$ cat src/dbs_pkg.sv
`timescale 1ns / 1ps
`default_nettype none

package dbs_pkg;

  localparam int DEPTH       = 16;
  localparam int VALUE_BITS  = 32;
  localparam int IDX_W       = $clog2(DEPTH);
  localparam int CNT_W       = $clog2(DEPTH + 1);
  localparam int IN_TDATA_W  = 40;
  localparam int OUT_TDATA_W = 80;

  typedef enum logic [2:0] {
    CMD_ADD_FRONT    = 3'd0,
    CMD_ADD_BACK     = 3'd1,
    CMD_REMOVE_FRONT = 3'd2,
    CMD_REMOVE_BACK  = 3'd3,
    CMD_CONTAINS     = 3'd4,
    CMD_REMOVE_VALUE = 3'd5
  } cmd_t;

  typedef enum logic [1:0] {
    ERR_OK    = 2'd0,
    ERR_FULL  = 2'd1,
    ERR_EMPTY = 2'd2
  } err_t;

  typedef struct packed {
    logic capture;
    logic exec;
    logic scan_step;
    logic shift_step;
    logic fetch_front;
    logic fetch_back;
    logic load;
  } ctrl_t;

  typedef struct packed {
    logic search;
    logic remove_value;
    logic hit;
    logic scan_miss;
    logic shift_done;
    logic out_free;
  } stat_t;

  function automatic logic [IDX_W-1:0] slot_of(logic [IDX_W-1:0] head,
                                               logic [CNT_W-1:0] pos);
    logic [CNT_W:0] sum;
    sum = {{(CNT_W + 1 - IDX_W){1'b0}}, head} + {1'b0, pos};
    if (sum >= (CNT_W + 1)'(DEPTH)) begin
      sum = sum - (CNT_W + 1)'(DEPTH);
    end
    return sum[IDX_W-1:0];
  endfunction

endpackage

`default_nettype wire

$ cat src/dbs_ram.sv
`timescale 1ns / 1ps
`default_nettype none

module dbs_ram #(
  parameter int WIDTH = 32,
  parameter int DEPTH = 16,
  localparam int AW = $clog2(DEPTH)
) (
  input  wire logic             clk,
  input  wire logic             we,
  input  wire logic [AW-1:0]    waddr,
  input  wire logic [WIDTH-1:0] wdata,
  input  wire logic             re,
  input  wire logic [AW-1:0]    raddr,
  output logic      [WIDTH-1:0] rdata
);

  logic [WIDTH-1:0] mem [DEPTH];

  always_ff @(posedge clk) begin
    if (we) begin
      mem[waddr] <= wdata;
    end
    if (re) begin
      rdata <= mem[raddr];
    end
  end

endmodule

`default_nettype wire

$ cat src/dbs_datapath.sv
`timescale 1ns / 1ps
`default_nettype none

module dbs_datapath (
  input  wire logic                             clk,
  input  wire logic                             rst,
  input  wire dbs_pkg::ctrl_t                   ctrl,
  output dbs_pkg::stat_t                        stat,
  input  wire logic [dbs_pkg::IN_TDATA_W-1:0]   s_tdata,
  output logic                                  m_tvalid,
  input  wire logic                             m_tready,
  output logic      [dbs_pkg::OUT_TDATA_W-1:0]  m_tdata
);

  localparam int IDX_W = dbs_pkg::IDX_W;
  localparam int CNT_W = dbs_pkg::CNT_W;
  localparam int VB    = dbs_pkg::VALUE_BITS;

  logic [IDX_W-1:0] head;
  logic [CNT_W-1:0] count;
  dbs_pkg::cmd_t    cmd;
  logic [VB-1:0]    value;
  logic             found;
  dbs_pkg::err_t    err;
  logic [CNT_W-1:0] scan_i;
  logic             pend;
  logic [CNT_W-1:0] pend_pos;
  logic [VB-1:0]    front;

  logic             we;
  logic [IDX_W-1:0] waddr;
  logic [VB-1:0]    wdata;
  logic             re;
  logic [IDX_W-1:0] raddr;
  logic [VB-1:0]    rdata;

  logic             full;
  logic             empty;
  logic             is_add;
  logic             is_end_remove;
  logic             more;
  logic [IDX_W-1:0] head_dec;

  dbs_ram #(
    .WIDTH(VB),
    .DEPTH(dbs_pkg::DEPTH)
  ) u_ram (
    .clk  (clk),
    .we   (we),
    .waddr(waddr),
    .wdata(wdata),
    .re   (re),
    .raddr(raddr),
    .rdata(rdata)
  );

  assign full     = (count == CNT_W'(dbs_pkg::DEPTH));
  assign empty    = (count == '0);
  assign more     = (scan_i < count);
  assign head_dec = (head == '0) ? IDX_W'(dbs_pkg::DEPTH - 1) : head - 1'b1;
  assign is_add   = (cmd == dbs_pkg::CMD_ADD_FRONT) || (cmd == dbs_pkg::CMD_ADD_BACK);
  assign is_end_remove = (cmd == dbs_pkg::CMD_REMOVE_FRONT) ||
                         (cmd == dbs_pkg::CMD_REMOVE_BACK);

  always_comb begin
    stat.search       = (cmd == dbs_pkg::CMD_CONTAINS) || (cmd == dbs_pkg::CMD_REMOVE_VALUE);
    stat.remove_value = (cmd == dbs_pkg::CMD_REMOVE_VALUE);
    stat.hit          = pend && (rdata == value);
    stat.scan_miss    = !(pend && (rdata == value)) && !more;
    stat.shift_done   = !pend && !more;
    stat.out_free     = !m_tvalid || m_tready;
  end

  always_comb begin
    we    = 1'b0;
    waddr = dbs_pkg::slot_of(head, count);
    wdata = value;
    if (ctrl.exec && is_add && !full) begin
      we = 1'b1;
      if (cmd == dbs_pkg::CMD_ADD_FRONT) begin
        waddr = head_dec;
      end
    end else if (ctrl.shift_step && pend) begin
      we    = 1'b1;
      waddr = dbs_pkg::slot_of(head, pend_pos);
      wdata = rdata;
    end
  end

  always_comb begin
    re    = 1'b0;
    raddr = dbs_pkg::slot_of(head, scan_i);
    if (ctrl.scan_step) begin
      re = !stat.hit && more;
    end else if (ctrl.shift_step) begin
      re = more;
    end else if (ctrl.fetch_front) begin
      re    = 1'b1;
      raddr = head;
    end else if (ctrl.fetch_back) begin
      re    = 1'b1;
      raddr = dbs_pkg::slot_of(head, count - 1'b1);
    end
  end

  always_ff @(posedge clk) begin
    if (rst) begin
      head     <= '0;
      count    <= '0;
      pend     <= 1'b0;
      m_tvalid <= 1'b0;
    end else begin
      if (ctrl.capture) begin
        cmd   <= dbs_pkg::cmd_t'(s_tdata[2:0]);
        value <= s_tdata[3 +: VB];
        found <= 1'b0;
        err   <= dbs_pkg::ERR_OK;
      end

      if (ctrl.exec) begin
        scan_i <= '0;
        pend   <= 1'b0;
        if (is_add) begin
          if (full) begin
            err <= dbs_pkg::ERR_FULL;
          end else begin
            count <= count + 1'b1;
            if (cmd == dbs_pkg::CMD_ADD_FRONT) begin
              head <= head_dec;
            end
          end
        end else if (is_end_remove) begin
          if (empty) begin
            err <= dbs_pkg::ERR_EMPTY;
          end else begin
            count <= count - 1'b1;
            if (cmd == dbs_pkg::CMD_REMOVE_FRONT) begin
              head <= dbs_pkg::slot_of(head, CNT_W'(1));
            end
          end
        end
      end

      if (ctrl.scan_step) begin
        if (stat.hit) begin
          found  <= 1'b1;
          scan_i <= pend_pos + 1'b1;
          pend   <= 1'b0;
        end else if (more) begin
          pend     <= 1'b1;
          pend_pos <= scan_i;
          scan_i   <= scan_i + 1'b1;
        end
      end

      if (ctrl.shift_step) begin
        if (more) begin
          pend     <= 1'b1;
          pend_pos <= scan_i - 1'b1;
          scan_i   <= scan_i + 1'b1;
        end else begin
          pend <= 1'b0;
          if (!pend) begin
            count <= count - 1'b1;
          end
        end
      end

      if (ctrl.fetch_back) begin
        front <= rdata;
      end

      if (ctrl.load) begin
        m_tvalid <= 1'b1;
        m_tdata  <= {7'b0, err, found, empty, count,
                     empty ? VB'(0) : rdata,
                     empty ? VB'(0) : front};
      end else if (m_tready) begin
        m_tvalid <= 1'b0;
      end
    end
  end

endmodule

`default_nettype wire

$ cat src/dbs_ctrl.sv
`timescale 1ns / 1ps
`default_nettype none

module dbs_ctrl (
  input  wire logic           clk,
  input  wire logic           rst,
  input  wire logic           s_tvalid,
  output logic                s_tready,
  input  wire dbs_pkg::stat_t stat,
  output dbs_pkg::ctrl_t      ctrl
);

  typedef enum logic [6:0] {
    ST_IDLE        = 7'b0000001,
    ST_EXEC        = 7'b0000010,
    ST_SCAN        = 7'b0000100,
    ST_SHIFT       = 7'b0001000,
    ST_FETCH_FRONT = 7'b0010000,
    ST_FETCH_BACK  = 7'b0100000,
    ST_LOAD        = 7'b1000000
  } state_t;

  state_t state;
  state_t state_next;

  assign s_tready = (state == ST_IDLE);

  always_comb begin
    state_next = state;
    ctrl       = '0;
    case (state)
      ST_IDLE: begin
        if (s_tvalid) begin
          ctrl.capture = 1'b1;
          state_next   = ST_EXEC;
        end
      end
      ST_EXEC: begin
        ctrl.exec  = 1'b1;
        state_next = stat.search ? ST_SCAN : ST_FETCH_FRONT;
      end
      ST_SCAN: begin
        ctrl.scan_step = 1'b1;
        if (stat.hit) begin
          state_next = stat.remove_value ? ST_SHIFT : ST_FETCH_FRONT;
        end else if (stat.scan_miss) begin
          state_next = ST_FETCH_FRONT;
        end
      end
      ST_SHIFT: begin
        ctrl.shift_step = 1'b1;
        if (stat.shift_done) begin
          state_next = ST_FETCH_FRONT;
        end
      end
      ST_FETCH_FRONT: begin
        ctrl.fetch_front = 1'b1;
        state_next       = ST_FETCH_BACK;
      end
      ST_FETCH_BACK: begin
        ctrl.fetch_back = 1'b1;
        state_next      = ST_LOAD;
      end
      ST_LOAD: begin
        if (stat.out_free) begin
          ctrl.load  = 1'b1;
          state_next = ST_IDLE;
        end
      end
      default: begin
        state_next = ST_IDLE;
      end
    endcase
  end

  always_ff @(posedge clk) begin
    if (rst) begin
      state <= ST_IDLE;
    end else begin
      state <= state_next;
    end
  end

endmodule

`default_nettype wire

$ cat src/deque_bag_store_top.sv
`timescale 1ns / 1ps
`default_nettype none

// Bounded double-ended queue of 16 signed 32-bit words held in a circular
// single-port-write, registered-read RAM. Each request carries a command and a
// value and yields exactly one result holding the front and back values (zero
// when empty), the count, an empty flag, a found flag and an error code. An add
// to a full store or an end remove on an empty one is refused with an error and
// changes nothing. A contains or remove-value request scans the RAM one entry
// per cycle. A remove by value that matches then closes the gap by copying each
// later entry one place forward through the same RAM port pair, one entry per
// cycle; the longest requests are removes by value that match any entry but the
// back of a full store. One request is in work at a time; a finished result
// waits in the output register while the next request is accepted.

module deque_bag_store_top (
  input  wire logic                             clk,
  input  wire logic                             rst,
  input  wire logic                             s_tvalid,
  output logic                                  s_tready,
  // s_tdata from bit 0: cmd[2:0], value[34:3], zero fill.
  input  wire logic [dbs_pkg::IN_TDATA_W-1:0]   s_tdata,
  output logic                                  m_tvalid,
  input  wire logic                             m_tready,
  // m_tdata from bit 0: front_value[31:0], back_value[63:32], item_count[68:64],
  // is_empty[69], found[70], error_code[72:71], zero fill.
  output logic      [dbs_pkg::OUT_TDATA_W-1:0]  m_tdata
);

  dbs_pkg::ctrl_t ctrl;
  dbs_pkg::stat_t stat;

  dbs_ctrl u_ctrl (
    .clk     (clk),
    .rst     (rst),
    .s_tvalid(s_tvalid),
    .s_tready(s_tready),
    .stat    (stat),
    .ctrl    (ctrl)
  );

  dbs_datapath u_datapath (
    .clk     (clk),
    .rst     (rst),
    .ctrl    (ctrl),
    .stat    (stat),
    .s_tdata (s_tdata),
    .m_tvalid(m_tvalid),
    .m_tready(m_tready),
    .m_tdata (m_tdata)
  );

endmodule

`default_nettype wire

$ cat config.mk
export PLATFORM = sky130hd
export DESIGN_NAME = deque_bag_store_top
export DESIGN_NICKNAME = d
export VERILOG_FILES = /design/src/dbs_pkg.sv /design/src/dbs_ram.sv /design/src/dbs_datapath.sv /design/src/dbs_ctrl.sv /design/src/deque_bag_store_top.sv
export SDC_FILE = /design/constraint.sdc
export NUM_CORES = 1
export LEC_CHECK = 0
export BUFFER_PORTS_ARGS = -buffer_cell sky130_fd_sc_hd__buf_4
export CAP_MARGIN = 0
export CORE_UTILIZATION = 45
export DETAILED_ROUTE_END_ITERATION = 10
export GPL_TIMING_DRIVEN = 0
export PLACE_DENSITY = 0.7
export SKIP_CTS_REPAIR_TIMING = 1
export SYNTH_ARGS = -nofsm -noshare
export SYNTH_HDL_FRONTEND = slang
export SYNTH_SLANG_ARGS = --single-unit
$ cat constraint.sdc
create_clock -name clk -period 6.59 [get_ports clk]
set_clock_uncertainty 0.05 [all_clocks]
set_input_delay 1.318 -clock clk [delete_from_list [all_inputs] [get_ports clk]]
set_output_delay 1.318 -clock clk [all_outputs]
set_load 0.01 [all_outputs]
## After elaboration in Yosys (flattened, before gate mapping)

Memories as Yosys holds them, arrays and structs flattened. A register that Yosys moved wholly into a read port is not among the register bits.
Index checks and enable logic that the tools add are counted.

- Register bits after elaboration: 171
- Memory bits (writable): 512
- Bits of input ports: 44
- Output and inout port bits: 82
- Word-level logic and storage cells: 168
- Memories kept: 1

- $add $sub $neg: 16
- $lt $le $gt $ge: 6
- Equal/unequal tests: 21
- Mux-type cells: 82
- Bitwise operators: 1
- Reductions and logical operators: 27

Memories:

| name | words | bits a word | rd ports | clocked after memory_dff | write ports | line | RTL |
|---|---|---|---|---|---|---|---|
| u_datapath.u_ram.mem | 16 | 32 | 1 | 1 | 1 | dbs_ram.sv:18 | `logic [WIDTH-1:0] mem [DEPTH];` |

Operators by type and width:

| cell | number |
|---|---|
| 5-bit 2-to-1 mux | 21 |
| 4-bit 2-to-1 mux | 19 |
| 32-bit 2-to-1 mux | 2 |
| 7-bit case mux with 7 select lines | 1 |
| 7-bit 2-to-1 mux | 5 |
| 32-bit equality test | 1 |
| 1-bit 2-to-1 mux | 28 |
| 4-bit by 5-bit adder with 6-bit output | 4 |
| 6-bit by 5-bit greater-or-equal comparator with 1-bit output, second input constant | 4 |
| 4-bit by 1-bit subtractor with 4-bit output, second input constant | 6 |
| 5-bit by 1-bit adder with 5-bit output, second input constant | 3 |
| 2-bit 2-to-1 mux | 6 |
| 2-bit inequality test, second input constant | 6 |
| 5-bit by 1-bit subtractor with 5-bit output, second input constant | 2 |
| 7-bit by 1-bit equality test with 1-bit output, second input constant | 1 |
| 7-bit by 2-bit equality test with 1-bit output, second input constant | 1 |
| 7-bit by 3-bit equality test with 1-bit output, second input constant | 1 |
| 7-bit by 4-bit equality test with 1-bit output, second input constant | 1 |
| 7-bit by 5-bit equality test with 1-bit output, second input constant | 1 |
| 7-bit by 6-bit equality test with 1-bit output, second input constant | 1 |
| 7-bit equality test, second input constant | 1 |
| 1-bit logical AND | 7 |
| 3-bit by 2-bit equality test with 1-bit output, second input constant | 2 |
| 3-bit equality test, second input constant | 2 |
| 16 further kinds | 27 |

## Depth between registers and ports, before layout

- Depth in word-level cells: 8
- Gate-level depth with buffers: 12
- Gate-level depth less buffers: 11

## By module

A second synthesis with hierarchy kept.

- Cell total of the unflattened synthesis: 1,537
- Area total of the unflattened synthesis: 28,828.9 sq um

By module, submodules not included:

| module | times used | cells each | area an instance (sq um) | seq. area each (sq um) |
|---|---|---|---|---|
| dbs_ram | 1 | 838 | 20,155.6 | 16,335.7 |
| dbs_datapath | 1 | 642 | 8,190.4 | 4,814.6 |
| dbs_ctrl | 1 | 57 | 483.0 | 140.1 |

## Worst setup path after synthesis

Ideal clock, no wire load.

- Kind: in2reg
- Start point: in rst
- End point: reg u_datapath.m_tdata[0] in the netlist's numbering (enable)
- Setup time: 0.505 ns
- Arrival time: 4.756 ns
- Data required time: 6.035 ns
- Setup slack: 1.279 ns
- Stages on the path: 3
- Path buffers: 0
- Cells stage by stage: inv_1 -> nand2_1 -> nor2_1

- Word-level cells in the longest chain between the ends: 2

RTL lines:

| element | line | RTL |
|---|---|---|
| start, declared | deque_bag_store_top.sv:18 | `input wire logic rst,` |
| 1-bit NOT (no source line) | n/a |  |
| 2-bit AND reduction (no source line) | n/a |  |
| end signal, assigned | dbs_datapath.sv:175 | `m_tdata <= {7'b0, err, found, empty, count,` |
| end, declared | dbs_datapath.sv:12 | `output logic [dbs_pkg::OUT_TDATA_W-1:0] m_tdata` |

No other way between the ends.
A chain may end at the register's enable or synchronous reset.

## Final worst setup path

- Start point: reg u_datapath.count[1]
- End point: reg u_datapath.u_ram.rdata[12], read port of u_datapath.u_ram.mem (data pin)

- Word-level cells in the longest chain between the ends: 8
- Elaborated cells between the ends (all ways): 13
- Classes of those cells: add/sub: 3; order compare: 2; mux: 7; reduce/logical: 1

RTL lines:

| element | line | RTL |
|---|---|---|
| start, declared | dbs_datapath.sv:20 | `logic [CNT_W-1:0] count;` |
| start signal, assigned | dbs_datapath.sv:127 | `count <= count + 1'b1;` |
| start signal, assigned | dbs_datapath.sv:136 | `count <= count - 1'b1;` |
| start signal, assigned | dbs_datapath.sv:164 | `count <= count - 1'b1;` |
| 5-bit by 1-bit subtractor with 5-bit output | dbs_datapath.sv:102 | `raddr = dbs_pkg::slot_of(head, count - 1'b1);` |
| 4-bit by 5-bit adder with 6-bit output | dbs_pkg.sv:50 | `sum = {{(CNT_W + 1 - IDX_W){1'b0}}, head} + {1'b0, pos};` |
| 6-bit by 5-bit greater-or-equal comparator with 1-bit output / 4-bit by 1-bit subtractor with 4-bit output (equally long branches) | dbs_pkg.sv:51, dbs_pkg.sv:52 |  |
| 4-bit 2-to-1 mux | dbs_pkg.sv:51 | `if (sum >= (CNT_W + 1)'(DEPTH)) begin` |
| 4-bit 2-to-1 mux | dbs_datapath.sv:100 | `end else if (ctrl.fetch_back) begin` |
| 4-bit 2-to-1 mux | dbs_datapath.sv:97 | `end else if (ctrl.fetch_front) begin` |
| 4-bit 2-to-1 mux | dbs_datapath.sv:95 | `end else if (ctrl.shift_step) begin` |
| 4-bit 2-to-1 mux | dbs_datapath.sv:93 | `if (ctrl.scan_step) begin` |
| end, declared | dbs_ram.sv:15 | `output logic [WIDTH-1:0] rdata` |

Parallel ways exist; a longest one is shown, timed or not.

==> summary.txt <==
Flow run
  • Max-cap violations: 0

Power and ir drop
  • Leakage: about 12 nW
  • P_int: 7.693 mW
  • P per Cell Area: 301.3 nW/um2
  • Final Power: ~10 mW
  • Net Switching: 2.472 mW
  • VDD IR max: 0.0001787 V
  • Sw frac: 24.32%
  • Clock network fraction of total power: 39.7%
  • Combinational share of power: roughly a tenth
  • Flop pwr share: 50.2%

Detailed routing
  • Final ANT Viol Nets: 0
  • Max Used Layer: met4
  • Metal-1 WL: 29850 um
  • Vias per std cell: 5.884
  • Pre-Repair DR Iteration Count: 5
  • Routed WL: 74570 um
  • Via count: about 18000
  • Starting DRT DRC Count: 1982
  • Post-detailed-route wirelength per cell: 24.59 um
  • Remaining DRCs: 0
  • DR WL met3: between 7000 and 8000 um
  • Metal2 WL: 35470 um

Setup path
  • Crit-path cells: inv_1, ha_1, xnor2_1, inv_1, ha_1, xor2_1, a31oi_1, o22a_1, nand3_1, clkbuf_1, a221oi_1, or4_1
  • Crit Path Category: reg -> reg
  • CP endpoint kind: flop
  • Critical path peak fanout: 10
  • Crit start category: flop
  • Crit-path max cell delay: 680 ps
  • FF-to-FF End: u_datapath.u_ram.rdata[12]$_DFFE_PP_
  • CP max stage cell: clkbuf_1
  • CP required: 6920 ps
  • WP data arrival: 4660 ps
  • Cells on worst reg2reg path: 12
  • Reg2reg start: u_datapath.count[1]$_SDFF_PP0_
  • R2r setup slk: 2250 ps

Final layout
  • Most common cell after layout, fill and taps aside: edfxtp_1
  • ANT cells: 0
  • Post-layout util: 53.38%
  • Final #Nets: about 2200
  • Register area: 21290 um2
  • Layout fillers: 4927
  • Most frequent cells in the layout: 697 x edfxtp_1, 261 x nand2_1, 157 x a21oi_1
  • Layout cells sized above 1: between 10 and 15%
  • Multi-input logic area: approximately 7200 um2
  • Synth-to-Final Area Change: 16.81%
  • Finished Layout Cells: 3033
  • Layout Cell Area excl Fill: 33730 um2

Yosys
  • Synth warn: 0
  • Post-synth EDFFs: 697
  • Gate Count Post-Synth: 1921
  • Number of synthesized register bits: 715
  • Syn avg cell area: ~15 um2
  • Async S/R FF share, synth: 0%
  • Synth cell types: 67
  • Synthesized cell area: between 20000 and 30000 um2
  • Sequential share of the synthesized area: 73.72%
  • Synth Flop Type: edfxtp_1

Clock network
  • Clock transition at path regs: 70 ps
  • Worst skew pair latency: 640 ps
  • Clock root buffer master: clkbuf_16
  • CTS Buf Count: 71
  • Clock sinks: approximately 700
  • Max clock buf depth: 3
  • CTS tree: built
  • CTS HTree Levels: 3

GRT
  • Initial antenna violation count: 0
  • Largest net degree at the start of global routing: 39
  • Vias in the first global route: 17770
  • Total gr overflow: 0
  • First-pass GRT wire length: 111600 um
  • Tot GR Track Use: 22.87%

STA
  • Fmax: 230.6 MHz
  • Slew @ Worst Pin: 953.2 ps
  • Max-slew headroom: 35.87%
  • Crit share post-route: 65.81%
  • Final setup TNS: 0 ps
  • Fin Hold WS: approximately 400 ps
  • Max Slew Vio Count: 0
  • Endpoints failing hold: 0
  • Final Critical Period: ~4300 ps
  • Setup WS post-layout: 2253 ps
  • RSZ-0062 raised after global routing: false
  • Final setup viols: 0

Die
  • Site Rows: 92
  • Ports: 126
  • Core footprint: about 63000 um2
  • Starting Density: 45.70%
  • Die area: roughly 65000 um2
  • Die height: around 260 um
  • Die X: roughly 260 um

Placement
  • Area post-placement: 31420 um2
  • DP HPWL: 51020 um
  • DP Worst Slack: 2369 ps
  • Placed cell count: ~2900
  • Port Buffer Count: 113
  • GPL Wtd Cong: between 0.9 and 1

Run status
  • Status: completed

Hold path
  • Hold Crit Endpoint: u_datapath.m_tdata[67]$_DFFE_PP_
  • Hold path depth: 0
  • Min-delay src: u_datapath.count[3]$_SDFF_PP0_
  • Hold Path Class: reg -> reg
## flip-flops by register name, indices dropped and copies added (netlist names), 3 cells and up
signal and cells:
u_datapath.u_ram.mem 512, u_datapath.m_tdata 73, u_datapath.front 32, u_datapath.u_ram.rdata 32, u_datapath.value 32, u_ctrl.state 7, u_datapath.count 5, u_datapath.pend_pos 5
u_datapath.scan_i 5, u_datapath.head 4, u_datapath.cmd 3
## power by group through the flow
stage / Combinational, mW / Clock, mW / Sequential (mW)
2_1_floorplan: 0.646 / 0 / 5.18
3_3_place_gp: 0.966 / 0 / 5.20
3_5_place_dp: 1.01 / 0 / 5.20
4_1_cts: 1.02 / 4.08 / 5.10
5_1_grt: 1.10 / 4.25 / 5.10
6_report: 1.03 / 4.03 / 5.10
## critical path, delay by kind of cell, from the launching register on
family,cells,cell delay (ps)
adder cells (fa/ha/maj),2,600
XOR/XNOR,2,530
AND/OR/NAND/NOR,2,850
flip-flops,1,530
AO/OA/AOI/OAI,3,630
buffers and inverters,3,900
## final cells by class
class / count / share of cell area (%)
Clock buffer: 86 / 5.653
Tap cell: 846 / 3.138
Inverter: 18 / 0.2003
Clock inverter: 41 / 1.217
Timing Repair Buffer: 133 / 3.857
Sequential cell: 715 / 63.11
Buffer: 115 / 1.513
Multi-Input combinational cell: 1079 / 21.31
## how the worst max path moves through the flow
stage | startpoint | slack (ps) | to
finish | u_datapath.count[1]$_SDFF_PP0_ | 2250 | u_datapath.u_ram.rdata[12]$_DFFE_PP_
global route | u_datapath.count[1]$_SDFF_PP0_ | 2120 | u_datapath.u_ram.rdata[8]$_DFFE_PP_
CTS | u_datapath.count[1]$_SDFF_PP0_ | 2350 | u_datapath.u_ram.rdata[19]$_DFFE_PP_
detailed placement | u_datapath.count[1]$_SDFF_PP0_ | 2370 | u_datapath.u_ram.rdata[12]$_DFFE_PP_
global placement | rst | -100 | u_datapath.m_tdata[55]$_SDFFCE_PP0P_
floorplan | rst | 1280 | u_datapath.m_tdata[0]$_SDFFCE_PP0P_
## Yosys cell counts (23+ instances only)
cell type	n	area share, %
a221oi_1	128	3.9
and2_1	68	1.5
clkbuf_1	72	0.94
a21oi_1	157	2.7
nand2_1	261	3.4
or4_1	34	0.88
nor2_1	56	0.73
buf_2	24	0.42
mux2i_1	130	4.5
edfxtp_1	697	72
xor2_1	36	1.1
ha_1	23	1.0
## cells by family (layout without fill, tap and decap cells)
group                    count (synthesis)  count (layout)  share of synthesized area [%]
flip-flops                             715             715                          73.72
AND/OR/NAND/NOR                        503             503                          8.236
AO/OA/AOI/OAI                          356             356                          8.487
buffers and inverters                  133             393                          2.002
multiplexers                           132             132                          4.584
XOR/XNOR                                54              54                          1.685
adder cells (fa/ha/maj)                 27              27                          1.274
other                                    1               7                        0.01298
## per-layer routing
metal,global-route usage (%),up-vias
met5,0,-
met4,8.333,0
met3,4.702,137
met2,36.45,994
met1,31.06,8868
li1,-,7848
Power figures use the tool's default switching activity.
